===== config.mk =====
export PLATFORM = sky130hd
export DESIGN_NAME = imvm_mac
export DESIGN_NICKNAME = d
export VERILOG_FILES = /design/src/sv/imvm_pkg.sv /design/src/sv/imvm_mac.sv
export SDC_FILE = /design/constraint.sdc
export NUM_CORES = 2
export LEC_CHECK = 0
export BUFFER_PORTS_ARGS = -buffer_cell sky130_fd_sc_hd__buf_2
export CAP_MARGIN = 20
export CORE_MARGIN = 4
export CORE_UTILIZATION = 60
export DETAILED_ROUTE_END_ITERATION = 8
export PLACE_DENSITY = 0.8
export SLEW_MARGIN = 20
export SYNTH_ARGS = -nofsm -noshare
export SYNTH_HDL_FRONTEND = slang
export SYNTH_SLANG_ARGS = --single-unit

===== constraint.sdc =====
create_clock -name clk_i -period 7.2 [get_ports clk_i]
set_input_delay 1.44 -clock clk_i [delete_from_list [all_inputs] [get_ports clk_i]]
set_output_delay 1.44 -clock clk_i [all_outputs]
set_load 0.02 [all_outputs]

===== src/sv/imvm_pkg.sv =====
// ----------------------------------------------------------------------------
// imvm_pkg
// Shared types and constants for the iterated matrix-vector multiplier.
// ----------------------------------------------------------------------------
package imvm_pkg;

  localparam int MAX_DIM   = 64;
  localparam int IDX_W     = 6;
  localparam int DIM_W     = 7;
  localparam int DATA_W    = 32;
  localparam int PROD_W    = 64;
  localparam int ACC_W     = 72;
  localparam int ADDR_W    = 12;
  localparam int PASS_W    = 16;
  localparam int CFG_W     = 16;
  localparam int FRAC_BITS = 16;

  localparam logic [1:0] CMD_MATRIX = 2'd0;
  localparam logic [1:0] CMD_VECTOR = 2'd1;
  localparam logic [1:0] CMD_RUN    = 2'd2;

  localparam logic [1:0] CFG_DIMENSION = 2'd0;
  localparam logic [1:0] CFG_PASSES    = 2'd1;

  localparam logic [DATA_W-1:0] SAT_MAX = 32'h7FFF_FFFF;
  localparam logic [DATA_W-1:0] SAT_MIN = 32'h8000_0000;

  typedef struct packed {
    logic shift_x;
    logic shift_y;
    logic copy;
  } cell_ctrl_t;

  typedef struct packed {
    logic valid;
    logic first;
    logic last;
  } mac_flags_t;

endpackage


===== src/sv/imvm_mac.sv =====
// ----------------------------------------------------------------------------
// imvm_mac
// Multiply-accumulate unit with scaling and saturation of the dot product.
// ----------------------------------------------------------------------------
module imvm_mac (
  input  logic                          clk_i,
  input  logic                          rst_ni,
  input  imvm_pkg::mac_flags_t          flags_i,
  input  logic [imvm_pkg::DATA_W-1:0]   a_i,
  input  logic [imvm_pkg::DATA_W-1:0]   b_i,
  output logic                          done_o,
  output logic [imvm_pkg::DATA_W-1:0]   result_o,
  output logic                          sat_o
);

  imvm_pkg::mac_flags_t              flags_q;
  logic [imvm_pkg::PROD_W-1:0]       prod_q;
  logic [imvm_pkg::ACC_W-1:0]        acc_q, acc_d, prod_ext;
  logic                              done_q;
  logic [imvm_pkg::ACC_W-1:0]        scaled;
  logic [imvm_pkg::ACC_W-32:0]       top;
  logic                              fits;

  assign prod_ext = {{(imvm_pkg::ACC_W - imvm_pkg::PROD_W){prod_q[imvm_pkg::PROD_W-1]}},
                     prod_q};
  assign acc_d    = flags_q.first ? prod_ext : acc_q + prod_ext;

  always_ff @(posedge clk_i or negedge rst_ni) begin
    if (!rst_ni) begin
      flags_q <= '0;
      done_q  <= 1'b0;
    end else begin
      flags_q <= flags_i;
      done_q  <= flags_q.valid & flags_q.last;
    end
  end

  always_ff @(posedge clk_i) begin
    prod_q <= imvm_pkg::PROD_W'($signed(a_i) * $signed(b_i));
    if (flags_q.valid) begin
      acc_q <= acc_d;
    end
  end

  // The arithmetic shift rounds toward minus infinity.
  assign scaled   = $signed(acc_q) >>> imvm_pkg::FRAC_BITS;
  assign top      = scaled[imvm_pkg::ACC_W-1:31];
  assign fits     = (&top) | (~|top);
  assign result_o = fits ? scaled[imvm_pkg::DATA_W-1:0]
                         : (acc_q[imvm_pkg::ACC_W-1] ? imvm_pkg::SAT_MIN : imvm_pkg::SAT_MAX);
  assign sat_o    = ~fits;
  assign done_o   = done_q;

endmodule


* Word-level counts from Yosys, hierarchy flattened
Cells that the tools add are included.
** Word-level totals
- Input port bits :: 69
- Word-level logic and storage cells :: 17
- Flip-flop bits (word level) :: 140
** Operators by class
- Add/sub/neg operators :: 1
- Mux-type cells :: 3
- Bitwise gates (word level) :: 3
- Reductions and logical operators :: 3
- Multiply operators :: 1
** Operator list (count)
- adder 72 bit :: 1
- 2-to-1 mux 72 bit :: 1
- multiplier 32 x 32 -> 64 bit :: 1
- 2-to-1 mux 32 bit :: 2
- AND reduction 25 bit :: 1
- OR reduction 25 bit :: 1
- bitwise AND 1 bit :: 1
- zero test 1 bit :: 1
- NOT 1 bit :: 1
- bitwise OR 1 bit :: 1

* Logic depth before layout (Yosys ltp)
- Depth in word-level cells :: 4
- Mapped depth :: 29
- Gate-level depth less buffers :: 27

* Worst setup path after synthesis
OpenSTA, ideal clock, no wires.
- Kind :: input to register
- From :: in a_i[31] (netlist bit)
- To :: reg prod_q[60] (netlist bit)
- Required time :: 7.078 ns
- Arrival time :: 8.635 ns
- Buffers on the path :: 2
- Slack :: -1.557 ns
- Stages on the path :: 28
- Path through :: clkbuf_1 nand2_1 inv_1 fa_1 inv_1 fa_1 inv_1 fa_1 fa_1 inv_1 fa_1 inv_1 fa_1 inv_1 fa_1 inv_1 fa_1 ha_1 clkbuf_1 a21o_1 a21oi_1 nor2b_1 o21ai_0 nand2b_1 a21oi_1 o21bai_1 a221o_1 a311o_1
** Between the ends
- Cells in the longest elaborated chain, start to end :: 1
** RTL lines
- start, declared :: line imvm_mac.sv:9 : input logic [imvm_pkg::DATA_W-1:0] a_i,
- multiplier 32 x 32 -> 64 bit :: line imvm_mac.sv:39 : prod_q <= imvm_pkg::PROD_W'($signed(a_i) * $signed(b_i));
- end signal, assigned :: line imvm_mac.sv:39
- end, declared :: line imvm_mac.sv:17 : logic [imvm_pkg::PROD_W-1:0] prod_q;
No other way between the ends.
A chain may end at the register's enable or synchronous reset.

* Worst setup path after layout
- From :: in b_i[7] (netlist bit)
- To :: reg prod_q[62] (netlist bit)
** Between the ends
- Cells in the longest elaborated chain, start to end :: 1
** RTL lines
- start, declared :: line imvm_mac.sv:10 : input logic [imvm_pkg::DATA_W-1:0] b_i,
- multiplier 32 x 32 -> 64 bit :: line imvm_mac.sv:39
No other way between the ends.

==> metrics.md <==
| Metric | Value |
|---|---|
| Least-Margin Pin Slew | 1.03 ns |
| Setup TNS Final | -19.21 ns |
| Post-layout nets | 6,663 |
| Top Family by Delay on Critical Path | adder cells |
| Core Box Area | 0.0746 mm² |
| Final Instance Area | 0.0527 mm² |
| Gr usage total | 0.315 |
| Hold Path Origin | flags_q[0] |
| WL/cell | 19.9 µm |
| Commonest cells post-synth | 1,083 x fa_1, 1,026 x inv_1, 629 x nand2_1 |
| FF-to-FF setup slack | 3.54 ns |
| Worst setup margin | -0.804 ns |
| Setup crit start kind | primary input |
| WP data required | 7.57 ns |
| Synthesized area | 0.0452 mm² |
| Die height | 283 µm |
| # fillers | 5,068 |
| Drt drc | 0 |
| Total number of vias | 35,768 |
| Main synth FF type | edfxtp_1 |
| Top cell type by total area after synthesis | fa_1 |
| GP Congestion | 0.937 |
| Routed WL | 124,000 µm |
| Mean Syn Cell Area | 9.24 µm² |
| Crit-path max FO | 7 |
| Critical path depth | 30 |
| Reg2reg end | acc_q[69] |
| Post-DP Area | 0.0499 mm² |
| CP Class | in2reg |
| Pin count of the biggest net entering global routing | 85 |
| Total Die Area | 0.0799 mm² |
| Crit path DAT | 8.37 ns |
| Clk_lat worst skew | 0.43 ns |
| Starting density of the core | 0.607 |
| Worst Setup End Kind | flip-flop |
| Max Slew Vio Count | 0 |
| Worst r2r path cells | 11 |
| Antenna violations before repair | 3 |
| Seq/Total Area, Yosys | 0.0783 |
| Area grow syn2layout | 16.5% |
| Hold/Removal Path Class | reg2reg |
| Drt first pass iters | 6 |
| Max transition margin | 0.315 |
| Final Skew | 0.0222 ns |
| CTS buffer count | 17 |
| Crit path top cell by count | fa_1 |
| Syn Nets | 6,305 |
| Avg Vias per Cell | 5.73 |
| Fmax | 125 MHz |
| Number of synthesized register bits | 140 |
| Vias in the first global route | 39,630 |
| Synth top area cells | fa_1 48%, inv_1 8.5%, and2_1 7.2%, ha_1 7.1%, nand2_1 5.2% |
| Row count | 100 |
| TritonCTS clock tree | built |
| Post-route ant nets | 0 |
| Worst hold path stage count | 1 |
| Footprint of the multi-input gates | 0.0381 mm² |
| Hold Path End | done_o |
| Yosys top cell area share | 0.479 |
| Max-cap viol count | 0 |
| CTS clock-pin slew for the worst setup and hold paths | 0.07 ns |
| CP max stage delay | 0.60 ns |
| Total clock sinks | 140 |
| Yosys Warn Count | 0 |
| Clock period minus worst slack | 8.00 ns |
| Layout cells sized above 1 | 0.170 |
| Post-synth EDFFs | 72 |
| Iter 0 DRT Violations | 2,520 |
| Detail Placement HPWL | 101,000 µm |
| First-pass GRT wire length | 200,000 µm |
| # port buffers | 102 |
| Clk root buf | clkbuf_16 |
| Cts hold-fix bufs | 0 |
| Setup-failing EPs final | 42 |
| Count leader, synth | fa_1 |
| Synth Instances | 4,898 |
| Synth unique cells | 82 |
| Critical path buffers and inverters | 10 |
| Slowest cell on crit path | fa_2 |
| GRT Residual Overflow | 0 |
| Crit path launch | b_i[7] |
| Die W | 283 µm |
| RSZ-0062 raised after global routing | yes |
| Final period utilization | 1.11 |
| Async SR Flop Fraction | 0.0286 |
| Register area | 0.00355 mm² |
| Status | finished with violations |
| Number of failing hold endpoints at the final stage | 0 |
| H-tree levels | 4 |
| RR Startpoint | acc_q[1] |
| Worst-case clock buffer depth | 2 |
| Failing checks | setup timing |
| Io pins | 103 |
final cells by class:
type                            count  area share
Sequential cell                   140      0.0673
Multi-Input combinational cell   3474       0.723
Antenna cell                        2   0.0000950
Inverter                         1026      0.0733
Timing Repair Buffer              597       0.102
Clock inverter                     13     0.00240
Clock buffer                       19     0.00841
Tap cell                          969      0.0230
per-layer routing:
metal | wire [µm] | global-route usage | share of wire
met1 | 46400 | 0.396 | 0.37
met3 | 9490 | 0.0567 | 0.076
met5 | 0 | 0 | 0
met2 | 62600 | 0.545 | 0.50
met4 | 5680 | 0.125 | 0.046
cell families (layout without fill, tap and decap cells):
| family | after synthesis | in the layout | synth area share |
|---|---|---|---|
| AO/OA/AOI/OAI | 564 | 564 | 0.0800 |
| XOR/XNOR | 127 | 127 | 0.0246 |
| other | 0 | 2 | 0 |
| adder cells (fa/ha/maj) | 1338 | 1338 | 0.550 |
| buffers and inverters | 1284 | 1655 | 0.107 |
| flip-flops | 140 | 140 | 0.0783 |
| multiplexers | 5 | 5 | 0.00122 |
| AND/OR/NAND/NOR | 1440 | 1440 | 0.159 |
cell usage in the layout, fill, tap and decap left out, types with 72 or more instances in the layout:
cell and instances:
o21ai_0 129, a21oi_1 115, buf_4 411, fa_1 1032, buf_6 86, edfxtp_1 72, a21o_1 86, nand2_1 615
ha_1 227, and2_1 504, nor2_1 78, inv_1 996
worst max-delay path by stage:
stage | to | slack (ns)
final | prod_q[62] | -0.80
after floorplan | prod_q[60] | -1.24
after detailed placement | prod_q[63] | -1.57
after CTS | prod_q[63] | -0.66
after global routing | prod_q[60] | -1.06
after global placement | prod_q[63] | -1.53
timing repair:
| item | in CTS | in global routing |
|---|---|---|
| endpoints found under the setup margin | 47 | 47 |
| cloned | 3 | 1 |
| pin swaps | 141 | 129 |
| buffers inserted | 44 | 23 |
| gates resized for setup | 285 | 158 |
flip-flops by register name, summed over array words and instances, names as in the netlist:
signal   count
acc_q       72
prod_q      64
flags_q      3
done_o       1
through the flow:
step	util	setup slack (ns)	instances	hold slack (ns)
floorplan	-	-1.24	4898	0.428
global placement	0.669	-1.53	6150	0.469
detailed placement	0.669	-1.57	6150	0.457
CTS	0.697	-0.665	6224	0.486
global route	0.707	-1.06	6240	0.500
finish	0.707	-0.804	6240	0.478
Power is left out: the tool's default activity adds up to more than one toggle a clock period on the data nets, which glitch-free logic cannot reach.
