[src/sv/imvm_pkg.sv]
// ----------------------------------------------------------------------------
// imvm_pkg
// Shared types and constants for the iterated matrix-vector multiplier.
// ----------------------------------------------------------------------------
package imvm_pkg;

  localparam int MAX_DIM   = 64;
  localparam int IDX_W     = 6;
  localparam int DIM_W     = 7;
  localparam int DATA_W    = 32;
  localparam int PROD_W    = 64;
  localparam int ACC_W     = 72;
  localparam int ADDR_W    = 12;
  localparam int PASS_W    = 16;
  localparam int CFG_W     = 16;
  localparam int FRAC_BITS = 16;

  localparam logic [1:0] CMD_MATRIX = 2'd0;
  localparam logic [1:0] CMD_VECTOR = 2'd1;
  localparam logic [1:0] CMD_RUN    = 2'd2;

  localparam logic [1:0] CFG_DIMENSION = 2'd0;
  localparam logic [1:0] CFG_PASSES    = 2'd1;

  localparam logic [DATA_W-1:0] SAT_MAX = 32'h7FFF_FFFF;
  localparam logic [DATA_W-1:0] SAT_MIN = 32'h8000_0000;

  typedef struct packed {
    logic shift_x;
    logic shift_y;
    logic copy;
  } cell_ctrl_t;

  typedef struct packed {
    logic valid;
    logic first;
    logic last;
  } mac_flags_t;

endpackage

[src/sv/imvm_cell.sv]
// ----------------------------------------------------------------------------
// imvm_cell
// One vector cell: holds a current element and a next-pass element.
// ----------------------------------------------------------------------------
module imvm_cell (
  input  logic                           clk_i,
  input  imvm_pkg::cell_ctrl_t           ctrl_i,
  input  logic                           tail_i,
  input  logic                           load_i,
  input  logic [imvm_pkg::DATA_W-1:0]    load_data_i,
  input  logic [imvm_pkg::DATA_W-1:0]    x_next_i,
  input  logic [imvm_pkg::DATA_W-1:0]    x_wrap_i,
  input  logic [imvm_pkg::DATA_W-1:0]    y_next_i,
  input  logic [imvm_pkg::DATA_W-1:0]    y_wrap_i,
  output logic [imvm_pkg::DATA_W-1:0]    x_o,
  output logic [imvm_pkg::DATA_W-1:0]    y_o
);

  logic [imvm_pkg::DATA_W-1:0] x_q, x_d, y_q, y_d;

  // The tail cell closes the ring at the active length.
  always_comb begin
    x_d = x_q;
    y_d = y_q;
    if (load_i) begin
      x_d = load_data_i;
    end else if (ctrl_i.copy) begin
      x_d = y_q;
    end else if (ctrl_i.shift_x) begin
      x_d = tail_i ? x_wrap_i : x_next_i;
    end
    if (ctrl_i.shift_y) begin
      y_d = tail_i ? y_wrap_i : y_next_i;
    end
  end

  always_ff @(posedge clk_i) begin
    x_q <= x_d;
    y_q <= y_d;
  end

  assign x_o = x_q;
  assign y_o = y_q;

endmodule

[config.mk]
export PLATFORM = sky130hd
export DESIGN_NAME = imvm_cell
export DESIGN_NICKNAME = d
export VERILOG_FILES = /design/src/sv/imvm_pkg.sv /design/src/sv/imvm_cell.sv
export SDC_FILE = /design/constraint.sdc
export NUM_CORES = 1
export LEC_CHECK = 0
export ABC_AREA = 1
export BUFFER_PORTS_ARGS = -buffer_cell sky130_fd_sc_hd__buf_2
export CORE_ASPECT_RATIO = 0.5
export CORE_UTILIZATION = 49
export CTS_BUF_LIST = sky130_fd_sc_hd__clkbuf_4 sky130_fd_sc_hd__clkbuf_8 sky130_fd_sc_hd__clkbuf_16
export CTS_CLUSTER_SIZE = 25
export DETAILED_ROUTE_END_ITERATION = 8
export PLACE_DENSITY = 0.87
export SYNTH_ARGS = -nofsm -noshare
export SYNTH_HDL_FRONTEND = slang
export SYNTH_SLANG_ARGS = --single-unit
[constraint.sdc]
create_clock -name clk_i -period 2.5 [get_ports clk_i]
set_input_delay 0.125 -clock clk_i [delete_from_list [all_inputs] [get_ports clk_i]]
set_output_delay 0.125 -clock clk_i [all_outputs]
set_load 0.01 [all_outputs]
## Yosys cells after proc, flatten, opt, wreduce, memory -nomap -nowiden

Index checks and enable logic that the tools add are counted.

- Flip-flop bits (word level): 64
- Input port bits: 166
- Output and inout port bits: 64
- Logic and storage cells: 8

- Reductions and logical operators: 1
- Mux-type cells: 5

Operator list:

| cell | count |
|---|---|
| two-way mux 32 bit | 5 |
| nonzero test 3 bit | 1 |

## Longest topological paths before layout

Gate-level depths: netlist of the first run.

- Depth after elaboration: 4
- Depth in mapped cells: 6
- Depth with buffers taken out: 4

## Worst setup path before layout of the first run

No wires, ideal clock.

- Kind: input to register
- Start point: input port ctrl_i[0] (netlist name)
- End point: register x_q, in the netlist x_o[0] (enable)
- Arrival time: 1088 ps
- Cell stages on the path: 4
- Setup slack: 934 ps
- Path buffers: 2
- Data required time: 2022 ps
- Setup time: 478 ps
- Cell sequence: buf_2 nor2_4 buf_4 nand2_1

- Word-level cells in the longest chain between the ends: 1

RTL lines:

| what | RTL line | source |
|---|---|---|
| start: declaration | imvm_cell.sv:7 | `input imvm_pkg::cell_ctrl_t ctrl_i,` |
| nonzero test 3 bit (no line) | n/a |  |
| end signal: assignment | imvm_cell.sv:38 | `x_q <= x_d;` |
| end: declaration | imvm_cell.sv:19 | `logic [imvm_pkg::DATA_W-1:0] x_q, x_d, y_q, y_d;` |

No other way between the ends.
A chain may end at the register's enable or synchronous reset.

## Worst setup path in the final report of the first run

- Start point: input port load_i
- End point: register x_q, in the netlist x_o[1] (enable)

- Word-level cells in the longest chain between the ends: 1

RTL lines:

| what | RTL line | source |
|---|---|---|
| start: declaration | imvm_cell.sv:9 | `input logic load_i,` |
| nonzero test 3 bit (no line) | n/a |  |

No other way between the ends.

==> run summary, run 1 <==
The run finished with clean final reports. The final count of hold timing violations came to 0. The count of nets after finishing is 927. At the pin with the least slew margin, the transition time is 838.9 ps. The maximum fanout encountered on the critical timing path came out at 33. Detailed routing inserted a total of 3,930 vias.

Setup repair after global routing left no endpoint under its margin. The worst min-delay path category is primary input to flop. The setup TNS came out at 0 ps. The synthesized design contains 64 register bits. The endpoint required time on the critical path came out at 2530 ps.

The H-tree depth reported by CTS came out at 3. The die is 131.7 um wide. The count of synthesis-stage warnings from yosys came out at 0. The buffer type at the clock tree root is sky130_fd_sc_hd__clkbuf_16. The synthesis-to-layout area growth is 33.82%.

The cell family contributing the most delay on the critical path is simple AND/OR/NAND/NOR gates. The post-layout minimum cycle time came out at 1452 ps. The number of buffers and inverters on the critical path is 2. CTS saw 64 sinks.

The number of nets in the synthesized netlist is 709. The area fraction of the dominant cell type after synthesis is 46.63%. The cell-internal power is 2.365 mW.

In the final routed layout, each cell accounts on average for 12.11 um. The cell count after synthesis came out at 543. In the synthesized netlist, the cells that appear most often are 229 x sky130_fd_sc_hd__nand2_1, 65 x sky130_fd_sc_hd__inv_1, 64 x sky130_fd_sc_hd__edfxtp_1.

The total standard cell area after synthesis came out at 4121 um^2. The worst endpoint data arrival time came out at 1480 ps. Summed over all nets, the half-perimeter wirelength after detailed placement is 7.963 mm.

Summed over all instances, the cell type with the most area after synthesis is sky130_fd_sc_hd__edfxtp_1. In the final layout, the share of cells above drive strength 1 is 44.78%. Once detail routing completed, the nets flagged for antenna violations numbered 0. The maximum buffer depth of the clock tree is 2. Max-cap violations in this run came to 0. The height of the die came out at 66.85 um. The period utilization came out at 58.06%. The worst supply voltage drop on vdd came out at 0.3837 mV.

The overall power consumption is 3.181 mW. The number of distinct library cell variants in the gate-level netlist after synthesis came out at 15. The effective utilization at floorplan is 50.97%. The maximum clock frequency came out at 688.9 MHz. In the synthesized netlist the dominant register cell turns out to be sky130_fd_sc_hd__edfxtp_1. The fraction of registers with async set/reset is 0%. The buffers inserted during post-CTS setup optimization is 0. The most numerous cell type found on the critical path is sky130_fd_sc_hd__buf_4. Yosys mapped a number of flops with a built-in enable equal to 64. The violation count after the first detailed-routing iteration came out at 255. The core box area came out at 8087 um^2. The most common cell in the synthesized netlist is sky130_fd_sc_hd__nand2_1. The detailed-router iteration count before antenna repair is 6. The number of gates resized after cts is 0. The global-route total usage across every layer is 24.64%. The worst setup path is captured at a flop. The number of remaining DRC errors is 0. The switching share of power came out at 25.66%. For this design the total switching power over the nets is 0.8163 mW. The number of antenna diodes in the final layout is 0. The worst hold margin is 68.65 ps.

The peak per-stage delay on the critical path is 700 ps. The clock share of power came out at 37.6%. TritonCTS built the clock tree. The area of the die is 8804 um^2. The global route total overflow came out at 0. The number of standard-cell rows in the floorplan came out at 23.

The number of antenna violations at the first check in global routing came out at 0. The CTS buffer count is 9. The routability-driven placement congestion ratio came out at 0.8248. The via density per instance came out at 4.476. The slowest cell on the critical path is sky130_fd_sc_hd__nor2_4. In this run, placement finished with an instance count of 862. The post-synthesis average cell area came out at 7.590 um^2. The clock insertion delay at the later pin of the skew report came out at 320 ps.

The first-pass GRT wire length is 16.70 mm. During placement, the flow inserted port buffers numbering 229. The aggregate routed wire length is 10.64 mm.

The share of power burned in registers came out at 42.7%. By startpoint and endpoint, the worst setup path is classified as primary input to flop. The critical path goes through buf_4 -> nor2_4 -> nand2_1 -> buf_4. Of the synthesized area, sequential elements account for 46.63%.

The headroom to the max-slew limit is 43.94%. STA classifies the critical path startpoint as a primary input. The count of final max-slew check failures came out at 0. Setup violations remaining at the end of the flow were counted as 0.

By area the synthesized netlist is led by sky130_fd_sc_hd__edfxtp_1 47%, sky130_fd_sc_hd__nand2_1 21%, sky130_fd_sc_hd__nor2_2 9.3%. The fraction of power consumed by combinational cells is 19.7%. The cell leakage power came out at 3.040 nW. The number of primary I/O pins came out at 230. The final clock skew is 4.747 ps. The final non-filler cell total is 878.

Entering global routing, the biggest net connects 65 pins. For this design the ratio of total power to cell area is 576.8 nW/um^2. The count of hold buffers inserted by post-cts repair came out at 0. The clock-pin slew on the worst setup and hold paths came out at 50 ps. The number of global-route vias before repair is 3,652.
[cell usage in the layout (no fill, tap or decap)]
cell type / Yosys / final
sky130_fd_sc_hd__nor2_2: 61 / 61
sky130_fd_sc_hd__nor2_4: 1 / 1
sky130_fd_sc_hd__bufinv_16: 0 / 1
sky130_fd_sc_hd__buf_2: 15 / 228
sky130_fd_sc_hd__inv_2: 5 / 5
sky130_fd_sc_hd__buf_12: 6 / 1
sky130_fd_sc_hd__nand2_2: 28 / 28
sky130_fd_sc_hd__nand2_1: 229 / 229
sky130_fd_sc_hd__buf_4: 2 / 5
sky130_fd_sc_hd__edfxtp_1: 64 / 64
sky130_fd_sc_hd__nor2_1: 3 / 3
sky130_fd_sc_hd__nand3_1: 32 / 32
sky130_fd_sc_hd__clkinv_1: 28 / 30
sky130_fd_sc_hd__clkbuf_4: 0 / 2
sky130_fd_sc_hd__clkinv_2: 0 / 2
sky130_fd_sc_hd__inv_1: 65 / 65
sky130_fd_sc_hd__clkbuf_16: 0 / 9
[layer usage]
layer / track usage [%] / wire length, um / vias up
met3: 5.175 / 564 / 12
met2: 44.44 / 5400 / 142
met4: 10.61 / 137 / 0
met5: 0 / 0 / -
li1: - / - / 2045
met1: 29.09 / 4533 / 1731
[worst min-delay path, cell delays in order]
cell,delay (ps)
sky130_fd_sc_hd__buf_2,70
sky130_fd_sc_hd__nand2_1,40
sky130_fd_sc_hd__nand2_1,40
[registers in the layout, summed over array words and instances (netlist names)]
name  flops
y_o      32
x_o      32
[kinds of logic (layout without fill, tap and decap cells)]
kind of cell / Yosys count / count (layout) / share of synthesized area, %
AND/OR/NAND/NOR: 354 / 354 / 38.80
flip-flops: 64 / 64 / 46.63
buffers and inverters: 125 / 348 / 14.57
[worst paths after layout]
path	start	endpoint	slack (ps)	depth (start not counted)
min reg2reg	y_o[0]	x_o[0]	660	4
min	y_next_i[19]	y_o[19]	70	3
max	load_i	x_o[1]	1050	4
max reg2reg	y_o[9]	x_o[9]	1500	4
[metrics by stage]
step	instance area (um^2)	util [%]	worst slack, ps
floorplan	4121	-	933.8
global placement	5228	64.64	713.7
detailed placement	5228	64.64	703.1
CTS	5515	68.20	1042
global route	5515	68.20	937.4
finish	5515	68.20	1048
[area by class of cell]
type / count / area [um^2]
multi-input combinational: 354 / 1599
inverter: 98 / 367.9
fill: 702 / 2571
sequential: 64 / 1922
clock inverter: 5 / 47.55
timing repair buffer: 234 / 1199
tap: 112 / 140.1
clock buffer: 11 / 240.2
[power by group through the flow]
stage / combinational [mW] / sequential [mW] / clock, mW
4_1_cts: 0.632 / 1.36 / 1.23
5_1_grt: 0.700 / 1.37 / 1.28
3_5_place_dp: 0.629 / 1.38 / 0
2_1_floorplan: 0.290 / 1.43 / 0
3_3_place_gp: 0.615 / 1.38 / 0
6_report: 0.628 / 1.36 / 1.20
No activity file was read; power rests on OpenSTA's default activity.
==> run 2, diff against run 1 <==
Settings changed: CORE_UTILIZATION 49 to 41, PLACE_DENSITY 0.87 to 0.78.
Clock period 2.5 ns to 1.19 ns, I/O delays scaled along.
==> run summary, run 2 (same netlist as run 1, synthesis figures left out) <==
The flow ran to the end, and the final reports show no timing, DRC or antenna violations. The net switching power is 1.806 mW. The power per unit of standard cell area came out at 1154 nW/um^2. The met1 wire length is 4.855 mm. The critical path is of the flop to flop type. TritonCTS built the clock tree. The pin count of the biggest net entering global routing is 40.

The number of setup buffers added after CTS is 0. For the pin with the worst max-slew slack, the measured transition is 354.7 ps. The first-pass GRT wire length is 17.40 mm.

Static timing analysis puts the maximum clock frequency at 1015 MHz. The half-perimeter wire length after placement came out at 8.501 mm. The maximum fanout encountered on the critical timing path came out at 2.

The buffer type at the clock tree root is sky130_fd_sc_hd__clkbuf_16. The final-report setup violation count is 0. The average wire per standard cell is 12.01 um. The setup TNS is 0 ps.

The number of remaining DRC errors is 0. Cell internal power was estimated by the tool at 5.013 mW. The violation count after the first detailed-routing iteration came out at 182.

The cell leakage power came out at 3.203 nW. Sequential cells account for 41.7% of the total power. The count of buffers inserted at the top-level ports came out at 229. Setup repair after global routing left no endpoint under its margin. The detailed-route via count is 4,021. The total placed cells including tap cells is 897. The worst hold margin is 4.713 ps. The highest metal layer carrying signal wires in the routed design is met4. The area of all placed cells without fillers is 5907 um^2. The number of maximum-capacitance constraint violations came out at 0.

The length in cells of the worst reg-to-reg path is 4. Once placement finished, the instance area stood at 5429 um^2. The min-delay analysis places its worst path in the category primary input to flop.

Counting every sink on the clock net gives 64. In this run, the clock network consumes 37.1% of the power. The die is 143.8 um wide. After detailed routing, the met2 layer carries 5.552 mm of wire. The area of the die came out at 10,480 um^2. In this run the core area contains 25 standard-cell rows.

The clock-pin slew on the worst setup and hold paths came out at 50 ps. The number of hold buffers added after CTS was 19. For this run, the number of standard cells in the final layout without fillers is 932. The kind of end point of the critical path is a flop. The number of antenna violations at the first check in global routing came out at 0.

Clock tree synthesis inserted a total of 9 buffers. The post-layout minimum cycle time is 985.3 ps. The post-place setup slack is 112.2 ps. The count of final max-slew check failures is 0. The worst endpoint data arrival time is 1060 ps. The final worst slack came out at 204.7 ps. The period utilization came out at 82.80%. The final count of hold timing violations came out at 0.

In this run the count of I/O pins placed on the die edge is 230. Relative to the synthesized area, the layout overhead comes to 43.32%. The top cell types in the final layout, fill and taps aside, are 228 x sky130_fd_sc_hd__nand2_1, 228 x sky130_fd_sc_hd__buf_2, 65 x sky130_fd_sc_hd__inv_1, 64 x sky130_fd_sc_hd__edfxtp_1, 61 x sky130_fd_sc_hd__nor2_2. Global routing used 21.89% of the available tracks across all layers.

Net switching is 26.49% of the power. The final clock skew came out at 4.178 ps. Measured against its own limit, the worst slew margin works out to 76.35%.

STA classifies the critical path startpoint as a flop. The number of antenna diodes came out at 0. After detailed routing, the number of vias per cell comes to 4.314. The H-tree depth reported by CTS is 3. The height of the die came out at 72.90 um. The detailed-router iteration count before antenna repair came out at 6. Summed over all nets, wire length on met3 after detailed routing comes to 544 um.

The number of nets still failing antenna checks after routing is 0. The count of nets after finishing came out at 958. For this run the aggregate overflow at the end of global routing stands at 0. For this configuration, the core starts out at a cell density of 42.92%. The number of global-route vias before repair is 3,746. The aggregate routed wire length is 11.19 mm. The post-route netlist has 44.67% of its cells at a drive strength greater than 1. The number of gates resized after cts is 0. The filler cell count came out at 841.

Across the VDD grid, the largest voltage drop is 0.7537 mV. The core box area is 9603 um^2. The clock insertion delay at the later pin of the skew report is 330 ps. In this run, the combinational gates consume 21.2% of the power.

The number of cells on the worst hold path came out at 3. The maximum buffer depth of the clock tree came out at 2. At the end of routability-driven placement, the weighted congestion stood at 0.8445. Data on the critical path is required at its endpoint by 1270 ps.
-- run 2: cell count changes in the layout (fill, tap and decap cells not counted) --
cell | before | now
sky130_fd_sc_hd__dlygate4sd3_1 | 0 | 19
sky130_fd_sc_hd__buf_12 | 1 | 7
sky130_fd_sc_hd__buf_4 | 5 | 11
sky130_fd_sc_hd__clkbuf_4 | 2 | 0
sky130_fd_sc_hd__clkinvlp_4 | 0 | 2
sky130_fd_sc_hd__nand2_1 | 229 | 228
sky130_fd_sc_hd__nand2_4 | 0 | 1
-- run 2: cell type report --
type,count,area (um^2),share of cell area [%]
Tap cell,135,168.9,2.860
Timing Repair Buffer,265,1554,26.31
Clock buffer,9,225.2,3.813
Multi-Input combinational cell,354,1607,27.20
Inverter,98,367.9,6.227
Sequential cell,64,1922,32.54
Clock inverter,7,62.56,1.059
-- run 2: power by group through the flow --
stage	clock, mW	combinational (mW)	sequential [mW]
2_1_floorplan	0	0.611	3.01
3_3_place_gp	0	1.37	2.89
3_5_place_dp	0	1.40	2.89
4_1_cts	2.57	1.45	2.85
5_1_grt	2.67	1.60	2.87
6_report	2.53	1.44	2.84
-- run 2: worst paths after layout --
check / startpoint / end / slack (ps)
worst min-delay path: y_wrap_i[25] / y_o[25] / 5
worst max-delay path: y_o[5] / x_o[5] / 200
worst max register to register: y_o[5] / x_o[5] / 200
worst min register to register: y_o[0] / x_o[0] / 650
-- run 2: metrics by stage --
step           power [mW]  utilization, %
2_1_floorplan       3.624               -
3_3_place_gp        4.259           56.53
3_5_place_dp        4.288           56.53
4_1_cts             6.866           61.51
5_1_grt             7.138           61.51
6_report            6.819           61.51
-- run 2: metal layers --
metal  up-vias  global-route usage, %
met4         0                  7.092
met1      1772                  26.98
met3        22                  5.315
li1       2107                      -
met5         -                      0
met2       120                  38.19
-- run 2: critical path, cell delays in order, from the launching register on --
cell and delay, ps:
sky130_fd_sc_hd__edfxtp_1 420, sky130_fd_sc_hd__nand2_1 110, sky130_fd_sc_hd__nor2_2 40, sky130_fd_sc_hd__nor2_2 100, sky130_fd_sc_hd__nand2_1 60
==> run 3, diff against run 2 <==
Settings changed: CORE_UTILIZATION 41 to 45, PLACE_DENSITY 0.78 to 0.81.
Clock period 1.19 ns to 1 ns, I/O delays scaled along.
==> run summary, run 3 (same netlist as run 1, synthesis figures left out) <==
The flow ran to the end, and the final reports show no timing, DRC or antenna violations. The count of nets after finishing came out at 976. The kind of cell with the highest combined delay along the critical path is flip-flops. The detailed-router iteration count before antenna repair came out at 4.

Of the total power, the share spent switching nets is 26.32%. TritonCTS built the clock tree. In this run the worst hold path is classified as primary input to flop. For this configuration, the core starts out at a cell density of 46.84%. The core box area came out at 8798 um^2. The number of nets still failing antenna checks after routing is 0. The cell leakage power came out at 3.278 nW.

The routability-driven placement congestion ratio is 0.8849. In this run the tightest slew margin relative to its limit is 83.10%. Counting tap cells, the placed design contains a total of 878 instances. The worst hold margin is 9.344 ps. After clock tree synthesis, the clock-pin slew on the worst setup and hold paths is 50 ps. The H-tree depth reported by CTS is 3.

The worst register-to-register path ends at x_o[7]. The share of power burned in registers came out at 42.8%. Walking the worst path, the cells encountered are buf_2.

The half-perimeter wire length after placement is 8.261 mm. The combined buffer and inverter count along the critical path came out at 1. Port buffering added 229 buffers. The launching element type of the critical path is a flop. The final clock skew is 5.347 ps.

The net switching power is 2.084 mW. The slowest stage of the critical path belongs to the cell sky130_fd_sc_hd__edfxtp_1. The number of remaining DRC errors came out at 0. The number of primary I/O pins came out at 230. From synthesis to final layout, the design area changed by 46.81%. The period utilization is 95.30%. The length in cells of the worst reg-to-reg path came out at 4. The finished cells cover 6051 um^2. The slack of the worst reg-to-reg path came out at 60 ps.

The number of antenna diodes came out at 0. The routed design has 11.80 mm of wire. The maximum buffer depth of the clock tree is 2.

The worst setup path is of the flop to output port kind. The final count of hold timing violations came out at 0. The die is 69.67 um tall. The kind of end point of the critical path is an output port. In this design, the stage delay of the slowest critical-path cell is 410 ps. The cell-internal power is 5.836 mW. The top cell types in the final layout, fill and taps aside, are 228 x sky130_fd_sc_hd__buf_2, 227 x sky130_fd_sc_hd__nand2_1, 65 x sky130_fd_sc_hd__inv_1, 64 x sky130_fd_sc_hd__edfxtp_1, 61 x sky130_fd_sc_hd__nor2_2. In this run, CTS created clock tree buffers numbering 9. The via density per instance came out at 4.524.

The overall power consumption came out at 7.920 mW. The worst endpoint data arrival time came out at 900 ps. The first-pass GRT wire length is 18.71 mm. The clock insertion delay at the later pin of the skew report came out at 330 ps. The violation count after the first detailed-routing iteration came out at 261. The critical path depth is 1.

Dividing the detail-routed wire length by the instance count gives 12.68 um. The global-route total usage across every layer came out at 25.64%. The overall die width is 137.3 um.

In this run, the combinational gates consume 22.6% of the power. The power per unit of standard cell area is 1309 nW/um^2. The final non-filler cell total is 930. Based on the critical path, the design can be clocked at up to 1049 MHz. The count of final max-slew check failures is 0. Counting instances, the worst hold path has a depth of 3. The number of global-route vias before repair is 4,124. The actual slew at the worst max-slew pin came out at 253.6 ps.

The final-report setup violation count is 0. The global routing stage identified its most utilized layer as met2. Per report_power, the clock group accounts for 34.6% of the total. The maximum fanout encountered on the critical timing path is 2.

The worst flop-to-flop path startpoint is y_o[7]. The worst supply voltage drop on vdd is 0.9158 mV. The number of antenna violations at the first check in global routing is 0. Setup repair after global routing left no endpoint under its margin. The worst hold path terminates at y_o[17]. The global-route met1 utilization is 29.48%. The met2 track demand over resource came out at 45.01%. The global route total overflow is 0.

The number of standard-cell rows in the floorplan is 24. The clock sink count is 64. The endpoint required time on the critical path is 950 ps. The commonest non-fill, non-tap cell in the layout is sky130_fd_sc_hd__buf_2. The layout cell share with drive strength beyond 1 came out at 43.67%. The pin count of the biggest net entering global routing is 56. In this run the clock root is driven by a sky130_fd_sc_hd__clkbuf_16. The number of maximum-capacitance constraint violations is 0. The startpoint identified for the worst hold timing path is y_next_i[17]. The total placed instance area came out at 5411 um^2. The area of the die came out at 9568 um^2. The setup TNS is 0 ps. In the global route stage, met3 resource usage came out at 5.921%.

The detailed-route via count came out at 4,207. The post-layout minimum cycle time came out at 953.0 ps.
run 3: power groups by stage:
stage	Clock [mW]	Sequential, mW	Combinational (mW)
global route	2.90	3.42	1.97
detailed placement	0	3.44	1.66
finish	2.74	3.39	1.79
global placement	0	3.43	1.63
floorplan	0	3.58	0.727
CTS	2.79	3.39	1.78
run 3: per-layer routing:
layer	wire (um)	vias to the layer above
li1	-	2139
met1	4735	1856
met2	5993	171
met3	666	41
met4	399	0
met5	0	-
run 3: how the worst max path moves through the flow:
stage              start  endpoint  slack [ps]
2_1_floorplan  ctrl_i[0]    x_o[0]          10
3_3_place_gp   ctrl_i[0]   x_o[11]          50
3_5_place_dp      tail_i   x_o[18]           9
4_1_cts          y_o[22]   y_o[22]          40
5_1_grt          y_o[21]   y_o[21]           8
6_report         y_o[21]   y_o[21]          50
run 3: metrics by stage:
stage,worst slack (ps),utilization [%]
floorplan,10.67,-
global placement,45.59,61.50
detailed placement,9.451,61.50
CTS,36.60,68.74
global route,7.861,68.77
finish,47.01,68.77
run 3: cell type report:
| cell class | instances | area, um^2 |
|---|---|---|
| Inverter | 98 | 367.9 |
| Clock buffer | 12 | 247.7 |
| Multi-Input combinational cell | 354 | 1609 |
| Fill cell | 683 | 2748 |
| Tap cell | 117 | 146.4 |
| Timing Repair Buffer | 283 | 1749 |
| Clock inverter | 2 | 8.758 |
| Sequential cell | 64 | 1922 |
run 3: repair_timing:
action                                  in CTS  in global routing
gates resized for setup                      0                  1
endpoints found under the hold margin       21                  0
setup buffers                                0                  0
hold buffers                                38                  0
endpoints found under the setup margin       0                  1
